<file path="src/design/pimp_pkg.sv">
// ----------------------------------------------------------------------------
// pimp_pkg: shared types and constants of the polyline interval marker placer
// Beat types for both channels and the command and result bundles that
// travel between the sequencer and the shared arithmetic unit.
// ----------------------------------------------------------------------------
`default_nettype none

package pimp_pkg;

   localparam int SPACING_W           = 31;
   localparam logic [SPACING_W-1:0] SPACING_RESET = 31'd65536;
   localparam int MAX_MARKERS_DEFAULT = 32;
   localparam int FRAC_BITS_DEFAULT   = 16;

   // Operand and accumulator widths of the arithmetic unit.
   localparam int OPND_W     = 34;
   localparam int ACC_W      = 66;
   localparam int SQRT_STEPS = 33;
   localparam int DIV_STEPS  = 66;

   typedef struct packed {
      logic signed [31:0] vx;
      logic signed [31:0] vy;
      logic signed [31:0] vz;
      logic               final_vertex;
      logic               closed_ring;
   } req_type;

   typedef struct packed {
      logic signed [31:0] mx;
      logic signed [31:0] my;
      logic signed [31:0] mz;
      logic               run_end;
      logic               truncated;
   } rsp_type;

   typedef enum logic [1:0] {
      OP_MAC,
      OP_SQRT,
      OP_DIV
   } arith_op_type;

   // For OP_MAC fresh clears the accumulator; for OP_DIV it loads a as dividend.
   typedef struct packed {
      logic                start;
      arith_op_type        op;
      logic                fresh;
      logic [OPND_W-1:0]   a;
      logic [OPND_W-1:0]   b;
   } arith_cmd_type;

   typedef struct packed {
      logic                done;
      logic [OPND_W-1:0]   quot;
      logic [OPND_W-1:0]   rem;
   } arith_rsp_type;

endpackage

`default_nettype wire

</file>
<file path="src/design/pimp_arith.sv">
// ----------------------------------------------------------------------------
// pimp_arith: shared shift-add multiplier, square root and divider
// One bit per cycle. Multiplies accumulate into a 66-bit register, which is
// also the radicand of the square root and the dividend of the divider.
// ----------------------------------------------------------------------------
`default_nettype none

module pimp_arith
   import pimp_pkg::*;
(
   input  wire logic          clock,
   input  wire logic          reset,
   input  wire arith_cmd_type cmd,
   output arith_rsp_type      rsp
);

   localparam int CNT_W = $clog2(DIV_STEPS + 1);

   typedef enum logic [1:0] {
      U_IDLE,
      U_MAC,
      U_SQRT,
      U_DIV
   } ustate_type;

   ustate_type         state_ff;
   logic               done_ff;
   logic [ACC_W-1:0]   acc_ff;
   logic [ACC_W-1:0]   aux_ff;
   logic [OPND_W-1:0]  bsh_ff;
   logic [35:0]        rem_ff;
   logic [OPND_W-1:0]  q_ff;
   logic [CNT_W-1:0]   cnt_ff;

   logic [35:0] sq_sh, sq_trial, dv_sh;
   logic        sq_ge, dv_ge;

   // Restoring square root: two radicand bits per step.
   assign sq_sh    = {rem_ff[33:0], acc_ff[ACC_W-1 -: 2]};
   assign sq_trial = {1'b0, q_ff[32:0], 2'b01};
   assign sq_ge    = (sq_sh >= sq_trial);

   // Restoring division: one dividend bit per step.
   assign dv_sh = {rem_ff[34:0], acc_ff[ACC_W-1]};
   assign dv_ge = (dv_sh >= {2'b00, bsh_ff});

   always_ff @(posedge clock) begin
      if (reset) begin
         state_ff <= U_IDLE;
         done_ff  <= 1'b0;
      end else begin
         done_ff <= 1'b0;
         case (state_ff)
            U_IDLE: begin
               if (cmd.start) begin
                  case (cmd.op)
                     OP_MAC: begin
                        if (cmd.fresh) begin
                           acc_ff <= '0;
                        end
                        aux_ff   <= ACC_W'(cmd.a);
                        bsh_ff   <= cmd.b;
                        state_ff <= U_MAC;
                     end
                     OP_SQRT: begin
                        rem_ff   <= '0;
                        q_ff     <= '0;
                        cnt_ff   <= CNT_W'(SQRT_STEPS);
                        state_ff <= U_SQRT;
                     end
                     OP_DIV: begin
                        if (cmd.fresh) begin
                           acc_ff <= ACC_W'(cmd.a);
                        end
                        bsh_ff   <= cmd.b;
                        rem_ff   <= '0;
                        q_ff     <= '0;
                        cnt_ff   <= CNT_W'(DIV_STEPS);
                        state_ff <= U_DIV;
                     end
                     default: begin
                        done_ff <= 1'b1;
                     end
                  endcase
               end
            end
            U_MAC: begin
               if (bsh_ff == '0) begin
                  done_ff  <= 1'b1;
                  state_ff <= U_IDLE;
               end else begin
                  if (bsh_ff[0]) begin
                     acc_ff <= acc_ff + aux_ff;
                  end
                  aux_ff <= aux_ff << 1;
                  bsh_ff <= bsh_ff >> 1;
               end
            end
            U_SQRT: begin
               rem_ff <= sq_ge ? (sq_sh - sq_trial) : sq_sh;
               q_ff   <= {q_ff[OPND_W-2:0], sq_ge};
               acc_ff <= acc_ff << 2;
               cnt_ff <= cnt_ff - 1'b1;
               if (cnt_ff == CNT_W'(1)) begin
                  done_ff  <= 1'b1;
                  state_ff <= U_IDLE;
               end
            end
            U_DIV: begin
               rem_ff <= dv_ge ? (dv_sh - {2'b00, bsh_ff}) : dv_sh;
               q_ff   <= {q_ff[OPND_W-2:0], dv_ge};
               acc_ff <= acc_ff << 1;
               cnt_ff <= cnt_ff - 1'b1;
               if (cnt_ff == CNT_W'(1)) begin
                  done_ff  <= 1'b1;
                  state_ff <= U_IDLE;
               end
            end
            default: begin
               state_ff <= U_IDLE;
            end
         endcase
      end
   end

   assign rsp.done = done_ff;
   assign rsp.quot = q_ff;
   assign rsp.rem  = rem_ff[OPND_W-1:0];

endmodule

`default_nettype wire

</file>
<file path="src/design/polyline_interval_marker_placer_core.sv">
// ----------------------------------------------------------------------------
// polyline_interval_marker_placer_core: fixed-spacing markers along polylines
// Takes one vertex per beat and gives markers at fixed arc-length spacing.
// ----------------------------------------------------------------------------
// Each vertex beat is worked through by a sequencer that drives one shared
// bit-serial unit (multiply, square root, divide), so the block takes one
// vertex at a time and is not ready until the vertex's last marker has moved
// into the output register. A segment takes three multiplies for the
// squared length, a root and a divide for the marker count; each marker
// then takes a multiply and a divide for each of its three coordinates. The
// first vertex of a line runs no segment of its own, a ring's last vertex runs two
// segments. A marker waits in one holding register until the next one is
// known, so the last marker of a beat can carry run_end.
`default_nettype none

module polyline_interval_marker_placer_core
   import pimp_pkg::*;
#(
   parameter int MAX_MARKERS_PER_SEGMENT = MAX_MARKERS_DEFAULT,
   parameter int FRAC_BITS               = FRAC_BITS_DEFAULT
) (
   input  wire logic                 clock,
   input  wire logic                 reset,
   input  wire logic                 req_valid,
   output logic                      req_ready,
   input  wire req_type              req_data,
   output logic                      rsp_valid,
   input  wire logic                 rsp_ready,
   output rsp_type                   rsp_data,
   input  wire logic                 csr_we,
   input  wire logic [SPACING_W-1:0] csr_wdata
);

   localparam int KW = $clog2(MAX_MARKERS_PER_SEGMENT + 1);
   localparam int PW = SPACING_W + KW;
   localparam logic [SPACING_W-1:0] ONE = SPACING_W'(1) << FRAC_BITS;

   typedef enum logic [3:0] {
      S_IDLE,
      S_RING,
      S_SQ,
      S_ROOT,
      S_DIVN,
      S_MARK,
      S_MUL,
      S_DIVQ,
      S_PUT,
      S_SEGEND,
      S_FLUSH
   } state_type;

   state_type                 state_ff;
   logic                      go_ff;
   logic [SPACING_W-1:0]      spacing_ff;
   logic signed [31:0]        prev_ff   [3];
   logic signed [31:0]        origin_ff [3];
   logic signed [31:0]        cur_ff    [3];
   logic signed [31:0]        seg_s_ff  [3];
   logic signed [31:0]        seg_e_ff  [3];
   logic signed [31:0]        mk_ff     [3];
   logic [31:0]               carried_ff;
   logic                      line_start_ff;
   logic                      fin_ff;
   logic                      ring_ff;
   logic                      closing_ff;
   logic [1:0]                axis_ff;
   logic [32:0]               len_ff;
   logic [31:0]               before_ff;
   logic [KW-1:0]             k_ff;
   logic [KW-1:0]             j_ff;
   logic                      trunc_ff;
   logic [PW-1:0]             pos_ff;
   rsp_type                   pend_ff;
   logic                      pend_valid_ff;
   rsp_type                   out_ff;
   logic                      out_valid_ff;

   arith_cmd_type             cmd;
   arith_rsp_type             ars;

   logic [SPACING_W-1:0]      step;
   logic signed [32:0]        d_axis;
   logic                      d_neg;
   logic [OPND_W-1:0]         d_mag;
   logic signed [PW:0]        t_full;
   logic                      t_neg;
   logic [PW:0]               t_abs;
   logic [OPND_W-1:0]         t_mag;
   logic [33:0]               total;
   logic [31:0]               m_lo;
   logic [31:0]               coord;
   logic                      out_free;
   logic                      out_load;
   logic                      more_than_max;
   rsp_type                   new_marker;

   assign step = (spacing_ff == '0) ? ONE : spacing_ff;

   assign d_axis = {seg_e_ff[axis_ff][31], seg_e_ff[axis_ff]}
                 - {seg_s_ff[axis_ff][31], seg_s_ff[axis_ff]};
   assign d_neg  = d_axis[32];
   assign d_mag  = OPND_W'(d_neg ? -d_axis : d_axis);

   // Distance of the current marker from the segment start; may be negative
   // when the carried distance exceeds the spacing.
   assign t_full = $signed({1'b0, pos_ff}) - $signed({{(PW + 1 - 32){1'b0}}, before_ff});
   assign t_neg  = t_full[PW];
   assign t_abs  = t_neg ? -t_full : t_full;
   assign t_mag  = t_abs[OPND_W-1:0];

   assign total = {2'b00, carried_ff} + {1'b0, len_ff};

   assign m_lo  = ars.quot[31:0];
   assign coord = seg_s_ff[axis_ff] + ((d_neg ^ t_neg) ? -m_lo : m_lo);

   assign out_free      = !out_valid_ff || rsp_ready;
   assign out_load      = pend_valid_ff && out_free
                        && ((state_ff == S_PUT) || (state_ff == S_FLUSH));
   assign more_than_max = (ars.quot > OPND_W'(MAX_MARKERS_PER_SEGMENT));

   assign new_marker = '{mx: mk_ff[0], my: mk_ff[1], mz: mk_ff[2],
                         run_end: 1'b0, truncated: trunc_ff};

   always_comb begin
      cmd       = '0;
      cmd.start = go_ff;
      cmd.op    = OP_MAC;
      case (state_ff)
         S_SQ: begin
            cmd.op    = OP_MAC;
            cmd.fresh = (axis_ff == 2'd0);
            cmd.a     = d_mag;
            cmd.b     = d_mag;
         end
         S_ROOT: begin
            cmd.op = OP_SQRT;
         end
         S_DIVN: begin
            cmd.op    = OP_DIV;
            cmd.fresh = 1'b1;
            cmd.a     = total;
            cmd.b     = OPND_W'(step);
         end
         S_MUL: begin
            cmd.op    = OP_MAC;
            cmd.fresh = 1'b1;
            cmd.a     = d_mag;
            cmd.b     = t_mag;
         end
         S_DIVQ: begin
            cmd.op = OP_DIV;
            cmd.b  = OPND_W'(len_ff);
         end
         default: begin
            cmd.start = 1'b0;
         end
      endcase
   end

   pimp_arith u_arith (
      .clock (clock),
      .reset (reset),
      .cmd   (cmd),
      .rsp   (ars)
   );

   always_ff @(posedge clock) begin
      if (reset) begin
         state_ff      <= S_IDLE;
         go_ff         <= 1'b0;
         spacing_ff    <= SPACING_RESET;
         carried_ff    <= '0;
         line_start_ff <= 1'b1;
         pend_valid_ff <= 1'b0;
         out_valid_ff  <= 1'b0;
         for (int i = 0; i < 3; i++) begin
            prev_ff[i]   <= '0;
            origin_ff[i] <= '0;
         end
      end else begin
         go_ff <= 1'b0;
         if (csr_we) begin
            spacing_ff <= csr_wdata;
         end
         if (out_load) begin
            out_valid_ff <= 1'b1;
         end else if (rsp_ready) begin
            out_valid_ff <= 1'b0;
         end
         case (state_ff)
            S_IDLE: begin
               if (req_valid) begin
                  cur_ff[0]  <= req_data.vx;
                  cur_ff[1]  <= req_data.vy;
                  cur_ff[2]  <= req_data.vz;
                  fin_ff     <= req_data.final_vertex;
                  ring_ff    <= req_data.closed_ring;
                  prev_ff[0] <= req_data.vx;
                  prev_ff[1] <= req_data.vy;
                  prev_ff[2] <= req_data.vz;
                  seg_s_ff   <= prev_ff;
                  seg_e_ff[0] <= req_data.vx;
                  seg_e_ff[1] <= req_data.vy;
                  seg_e_ff[2] <= req_data.vz;
                  closing_ff <= 1'b0;
                  axis_ff    <= 2'd0;
                  if (line_start_ff) begin
                     pend_ff       <= '{mx: req_data.vx, my: req_data.vy, mz: req_data.vz,
                                        run_end: 1'b0, truncated: 1'b0};
                     pend_valid_ff <= 1'b1;
                     origin_ff[0]  <= req_data.vx;
                     origin_ff[1]  <= req_data.vy;
                     origin_ff[2]  <= req_data.vz;
                     carried_ff    <= '0;
                     line_start_ff <= 1'b0;
                     state_ff      <= S_RING;
                  end else begin
                     go_ff    <= 1'b1;
                     state_ff <= S_SQ;
                  end
               end
            end
            S_RING: begin
               if (fin_ff && ring_ff) begin
                  seg_s_ff   <= cur_ff;
                  seg_e_ff   <= origin_ff;
                  closing_ff <= 1'b1;
                  axis_ff    <= 2'd0;
                  go_ff      <= 1'b1;
                  state_ff   <= S_SQ;
               end else begin
                  state_ff <= S_FLUSH;
               end
            end
            S_SQ: begin
               if (ars.done) begin
                  go_ff <= 1'b1;
                  if (axis_ff == 2'd2) begin
                     state_ff <= S_ROOT;
                  end else begin
                     axis_ff <= axis_ff + 2'd1;
                  end
               end
            end
            S_ROOT: begin
               if (ars.done) begin
                  len_ff    <= ars.quot[32:0];
                  before_ff <= carried_ff;
                  go_ff     <= 1'b1;
                  state_ff  <= S_DIVN;
               end
            end
            S_DIVN: begin
               if (ars.done) begin
                  carried_ff <= ars.rem[31:0];
                  trunc_ff   <= more_than_max;
                  k_ff       <= more_than_max ? KW'(MAX_MARKERS_PER_SEGMENT)
                                              : ars.quot[KW-1:0];
                  j_ff       <= '0;
                  pos_ff     <= PW'(step);
                  state_ff   <= (ars.quot == '0) ? S_SEGEND : S_MARK;
               end
            end
            S_MARK: begin
               axis_ff <= 2'd0;
               // A segment of zero length puts every owed marker at its start.
               if (len_ff == '0) begin
                  mk_ff    <= seg_s_ff;
                  state_ff <= S_PUT;
               end else begin
                  go_ff    <= 1'b1;
                  state_ff <= S_MUL;
               end
            end
            S_MUL: begin
               if (ars.done) begin
                  go_ff    <= 1'b1;
                  state_ff <= S_DIVQ;
               end
            end
            S_DIVQ: begin
               if (ars.done) begin
                  mk_ff[axis_ff] <= coord;
                  if (axis_ff == 2'd2) begin
                     state_ff <= S_PUT;
                  end else begin
                     axis_ff  <= axis_ff + 2'd1;
                     go_ff    <= 1'b1;
                     state_ff <= S_MUL;
                  end
               end
            end
            S_PUT: begin
               if (!pend_valid_ff || out_free) begin
                  if (pend_valid_ff) begin
                     out_ff <= pend_ff;
                  end
                  pend_ff       <= new_marker;
                  pend_valid_ff <= 1'b1;
                  j_ff          <= j_ff + 1'b1;
                  pos_ff        <= pos_ff + PW'(step);
                  state_ff      <= ((j_ff + 1'b1) == k_ff) ? S_SEGEND : S_MARK;
               end
            end
            S_SEGEND: begin
               state_ff <= closing_ff ? S_FLUSH : S_RING;
            end
            S_FLUSH: begin
               if (!pend_valid_ff || out_free) begin
                  if (pend_valid_ff) begin
                     out_ff        <= '{mx: pend_ff.mx, my: pend_ff.my, mz: pend_ff.mz,
                                        run_end: 1'b1, truncated: pend_ff.truncated};
                     pend_valid_ff <= 1'b0;
                  end
                  if (fin_ff) begin
                     line_start_ff <= 1'b1;
                     carried_ff    <= '0;
                  end
                  state_ff <= S_IDLE;
               end
            end
            default: begin
               state_ff <= S_IDLE;
            end
         endcase
      end
   end

   assign req_ready = (state_ff == S_IDLE);
   assign rsp_valid = out_valid_ff;
   assign rsp_data  = out_ff;

endmodule

`default_nettype wire

</file>
<file path="config.mk">
export PLATFORM = sky130hd
export DESIGN_NAME = polyline_interval_marker_placer_core
export DESIGN_NICKNAME = d
export VERILOG_FILES = /design/src/design/pimp_pkg.sv /design/src/design/pimp_arith.sv /design/src/design/polyline_interval_marker_placer_core.sv
export SDC_FILE = /design/constraint.sdc
export NUM_CORES = 2
export LEC_CHECK = 0
export BUFFER_PORTS_ARGS = -buffer_cell sky130_fd_sc_hd__buf_2
export CAP_MARGIN = 20
export CORE_MARGIN = 2
export CORE_UTILIZATION = 45
export CTS_CLUSTER_DIAMETER = 60
export DETAILED_ROUTE_END_ITERATION = 7
export HOLD_SLACK_MARGIN = 0.06
export SLEW_MARGIN = 20
export SYNTH_ARGS = -nofsm -noshare
export SYNTH_HDL_FRONTEND = slang
export SYNTH_SLANG_ARGS = --single-unit
</file>
<file path="constraint.sdc">
create_clock -name clock -period 18.58 [get_ports clock]
set_input_delay 1.858 -clock clock [delete_from_list [all_inputs] [get_ports clock]]
set_output_delay 1.858 -clock clock [all_outputs]
set_load 0.01 [all_outputs]
</file>
==> results.py <==
metrics = {
    "sta": {
        "min_period_over_period_pct": 49.5,
        "maxSlewHeadroom_pct": 30.2,
        "final_hold_viol_count": 0,
        "worst_slew_pin_slew_ps": 1050,
        "slew_violations": 0,
        "rsz0062_at_grt": "no",
        "fmax_ghz": 0.109,
        "fin_setup_tns_ps": 0,
        "fin_crit_ps": 9200,
        "setup_viol": 0,
        "fin_skew_ps": 49.0,
    },
    "final_layout": {
        "regArea_mm2": 0.0336,
        "n_fill_cell": 13800,
        "fin_area_mm2": 0.0758,
        "multi_input_area_mm2": 0.0320,
        "area_delta_synth_final_pct": 12.1,
        "num-nets-final": 7252,
        "layout-drive-gt1-share_pct": 12.4,
    },
    "clock_network": {
        "cts_tree": "yes",
        "cts_resized": 0,
        "insertion_delay_ps": 830,
        "clock-root-buffer": "clkbuf_16",
        "clkSinkCount": 1207,
        "tritoncts.num_buffers": 152,
        "post_cts_buffers": 0,
        "cts_max_path_buffers": 3,
        "htree_levels": 4,
        "cts_hold_buf": 0,
        "cts.clk_slew.worst_paths_ps": 60,
    },
    "min_path": {
        "hp-start": "pend_ff[56]",
        "hold_path_class": "flop to flop",
        "worstHoldPathCells": 0,
        "whs_endpoint": "rsp_data[56]",
    },
    "logic_synthesis": {
        "synth.area.top_cells": "edfxtp_1, dfxtp_1, nand2_1, ha_1, a21oi_1",
        "synth_cell_types": 101,
        "ys_dominant_reg_cell": "edfxtp_1",
        "synth_edf_count": 941,
        "ys_ff_latch": 1207,
        "yosysWarnings": 0,
        "avgSynthCellArea_um2": 10.1,
        "syn_nets": 7168,
        "post_synth_inst_count": 6717,
        "synthDominantCellAreaShare_pct": 41.8,
        "synth_top_area_cell": "edfxtp_1",
        "ys_seq_area_share_pct": 49.6,
        "synth-async-reset-ratio_pct": 0,
        "syn_area_mm2": 0.0677,
    },
    "power_and_ir_drop": {
        "clkPwrFrac_pct": 25.1,
        "p_comb_share_pct": 44.3,
        "swShare_pct": 43.0,
        "p_int_mw": 6.70,
        "switchingPower_mw": 5.06,
        "p_seq_share_pct": 30.6,
        "peakVddDrop_mv": 0.122,
        "leakagePower_nw": 29.1,
        "cellPowerDensity_mw_per_mm2": 155,
    },
    "routing": {
        "wl_per_cell_um": 24.9,
        "routed_via_density": 5.94,
        "vias": 53200,
        "drt_wl_total_um": 223000,
        "drt_first_pass_iters": 6,
        "drt_iter0_drc": 5054,
        "antenna_left": 0,
        "route.detailed.drc": 0,
    },
    "grt": {
        "grt_pass1_vias": 51000,
        "grt_pass1_wl_um": 331000,
        "grt-ovfl-total": 0,
        "grt_usage_pct": 28.6,
        "antenna_found_initial": 4,
        "grt_max_degree": 140,
    },
    "status": {
        "status": "completed",
    },
    "setup_path": {
        "cp-startpoint": "axis_ff[0]",
        "crit_path_max_fanout": 52,
        "rr_endpoint": "mk_ff[27]",
        "ff2ff_path_depth": 27,
        "crit_type": "flop to flop",
        "critPathArrivalTime_ps": 9730,
        "endpoint_kind": "flop",
        "start_kind": "flop",
        "required_ps": 19110,
        "rrSetupSlack_ps": 9380,
        "worstReg2RegStart": "axis_ff[0]",
    },
    "placement": {
        "placed_cell_area_mm2": 0.0708,
        "gp_congestion": 0.986,
        "io_buffers": 233,
        "dp_hpwl_um": 163000,
    },
    "floorplanning": {
        "io_pins": 234,
        "die_x_um": 392,
        "die_area_mm2": 0.153,
        "die_y_um": 392,
        "core_mm2": 0.150,
        "placementRows": 142,
        "initial_core_util_pct": 45.2,
    },
    "flow_run": {
        "max_cap_viol_count": 0,
    },
}
[placed cells by master, fill, tap and decap left out, drive strengths merged, types with 42 or more instances in the layout]
cell	instances
a22o	78
buf	302
nand4	58
o21bai	43
clkinv	44
clkbuf	205
nor3	81
ha	310
o22ai	51
xor2	112
a21o	145
nor2	421
nand2	1048
edfxtp	941
xnor2	217
o21ai	279
a31oi	57
a21oi	652
nor4	43
and3	78
nand3	127
a22oi	42
nor2b	42
mux2	216
mux2i	176
o31ai	42
inv	266
dfxtp	266
a211oi	58
[synthesized netlist by cell type (14+ instances only)]
| master | number |
|---|---|
| nand2_1 | 1048 |
| edfxtp_1 | 941 |
| a21oi_1 | 652 |
| nor2_1 | 420 |
| clkbuf_1 | 332 |
| ha_1 | 310 |
| dfxtp_1 | 266 |
| o21ai_0 | 261 |
| inv_1 | 245 |
| xnor2_1 | 217 |
| mux2_2 | 216 |
| mux2i_1 | 176 |
| a21o_1 | 145 |
| nand3_1 | 126 |
| xor2_1 | 112 |
| nor3_1 | 81 |
| a22o_1 | 78 |
| and3_1 | 77 |
| nand4_1 | 58 |
| a211oi_1 | 57 |
| a31oi_1 | 57 |
| o22ai_1 | 51 |
| o21bai_1 | 43 |
| a22oi_1 | 42 |
| nor2b_1 | 42 |
| nor4_1 | 42 |
| o31ai_1 | 42 |
| nand2b_1 | 40 |
| and2_1 | 37 |
| o221ai_1 | 37 |
| o21a_1 | 33 |
| buf_1 | 32 |
| o211ai_1 | 32 |
| or3_1 | 31 |
| or2_2 | 29 |
| and4_1 | 18 |
| o21ai_1 | 18 |
| a211o_1 | 17 |
| a222oi_1 | 14 |
[per-stage QoR]
step	std cells	hold slack [ps]	total power, mW	worst slack, ps	utilization (%)
after floorplan	6717	400	6.89	7630	-
after global placement	8662	403	8.72	9180	47.3
after detailed placement	8663	405	8.72	8950	47.3
after CTS	8948	415	11.7	8900	50.7
after global routing	8948	420	12.3	8620	50.7
final	8951	414	11.8	9380	50.7
[cell type report]
type,count,share of cell area [%]
sequential,1207,44.3
multi-input combinational,4893,42.2
clock buffer,205,5.49
tap,2016,3.33
timing repair buffer,302,2.27
inverter,245,1.22
clock inverter,80,1.16
antenna,3,0.00990
[registers in the layout (all words and copies together), names as in the netlist, 4 cells and up]
register	flops
prev_ff	96
pos_ff	37
u_arith.aux_ff	66
before_ff	32
mk_ff	96
u_arith.cnt_ff	7
pend_ff	97
cur_ff	96
u_arith.acc_ff	66
state_ff	4
rsp_data	98
len_ff	33
u_arith.rem_ff	35
k_ff	6
u_arith.bsh_ff	34
carried_ff	32
u_arith.q_ff	34
seg_e_ff	96
spacing_ff	31
origin_ff	96
j_ff	6
seg_s_ff	96
[critical path, stage by stage (launching register included)]
cell and delay, ps:
edfxtp_1 910, buf_4 820, mux2i_1 260, o21ai_0 150, ha_1 280, inv_1 80, fa_1 220, a211oi_1 120
nor3_1 560, o21ai_1 270, a2111oi_2 590, o21ai_1 330, o32ai_4 270, buf_4 350, xnor2_4 260, o21ai_0 450
ha_1 330, a211oi_1 280, o21ai_0 170, nand2_1 130, and3b_1 210, o31ai_1 150, a41o_1 280, a21oi_1 390
o21bai_1 210, a221oi_1 370, xor2_1 310, o31ai_1 100
[how the worst max path moves through the flow]
stage	slack (ps)	depth (start not counted)	to
after global placement	9180	28	mk_ff[27]
after global routing	8620	29	mk_ff[27]
after detailed placement	8950	27	mk_ff[59]
after floorplan	7630	4	closing_ff
after CTS	8900	28	mk_ff[91]
final	9380	27	mk_ff[27]
[power groups by stage]
stage          logic (mW)  clock network [mW]  registers, mW
2_1_floorplan        3.30                   0           3.58
3_3_place_gp         5.06                   0           3.65
3_5_place_dp         5.07                   0           3.65
4_1_cts              5.10                3.00           3.59
5_1_grt              5.58                3.11           3.62
6_report             5.21                2.96           3.60
[logic make-up after synthesis]
kind of cell / Yosys count / synth area share, %
AO/OA/AOI/OAI: 1751 / 16.6
buffers and inverters: 617 / 3.45
XOR/XNOR: 329 / 4.26
adder cells (fa/ha/maj): 317 / 5.94
AND/OR/NAND/NOR: 2104 / 13.9
multiplexers: 392 / 6.20
flip-flops: 1207 / 49.6
[routing by layer]
layer	share of wire (%)	wire length (um)	GRT usage (%)	vias to the layer above
met5	0.0054	12	0	-
met4	4.0	8840	10.8	2
met3	6.9	15400	4.17	370
met2	45	99800	44.5	2032
met1	44	99000	40.3	25900
li1	-	-	-	24900
Note: power is estimated with default switching activity, not from simulation.
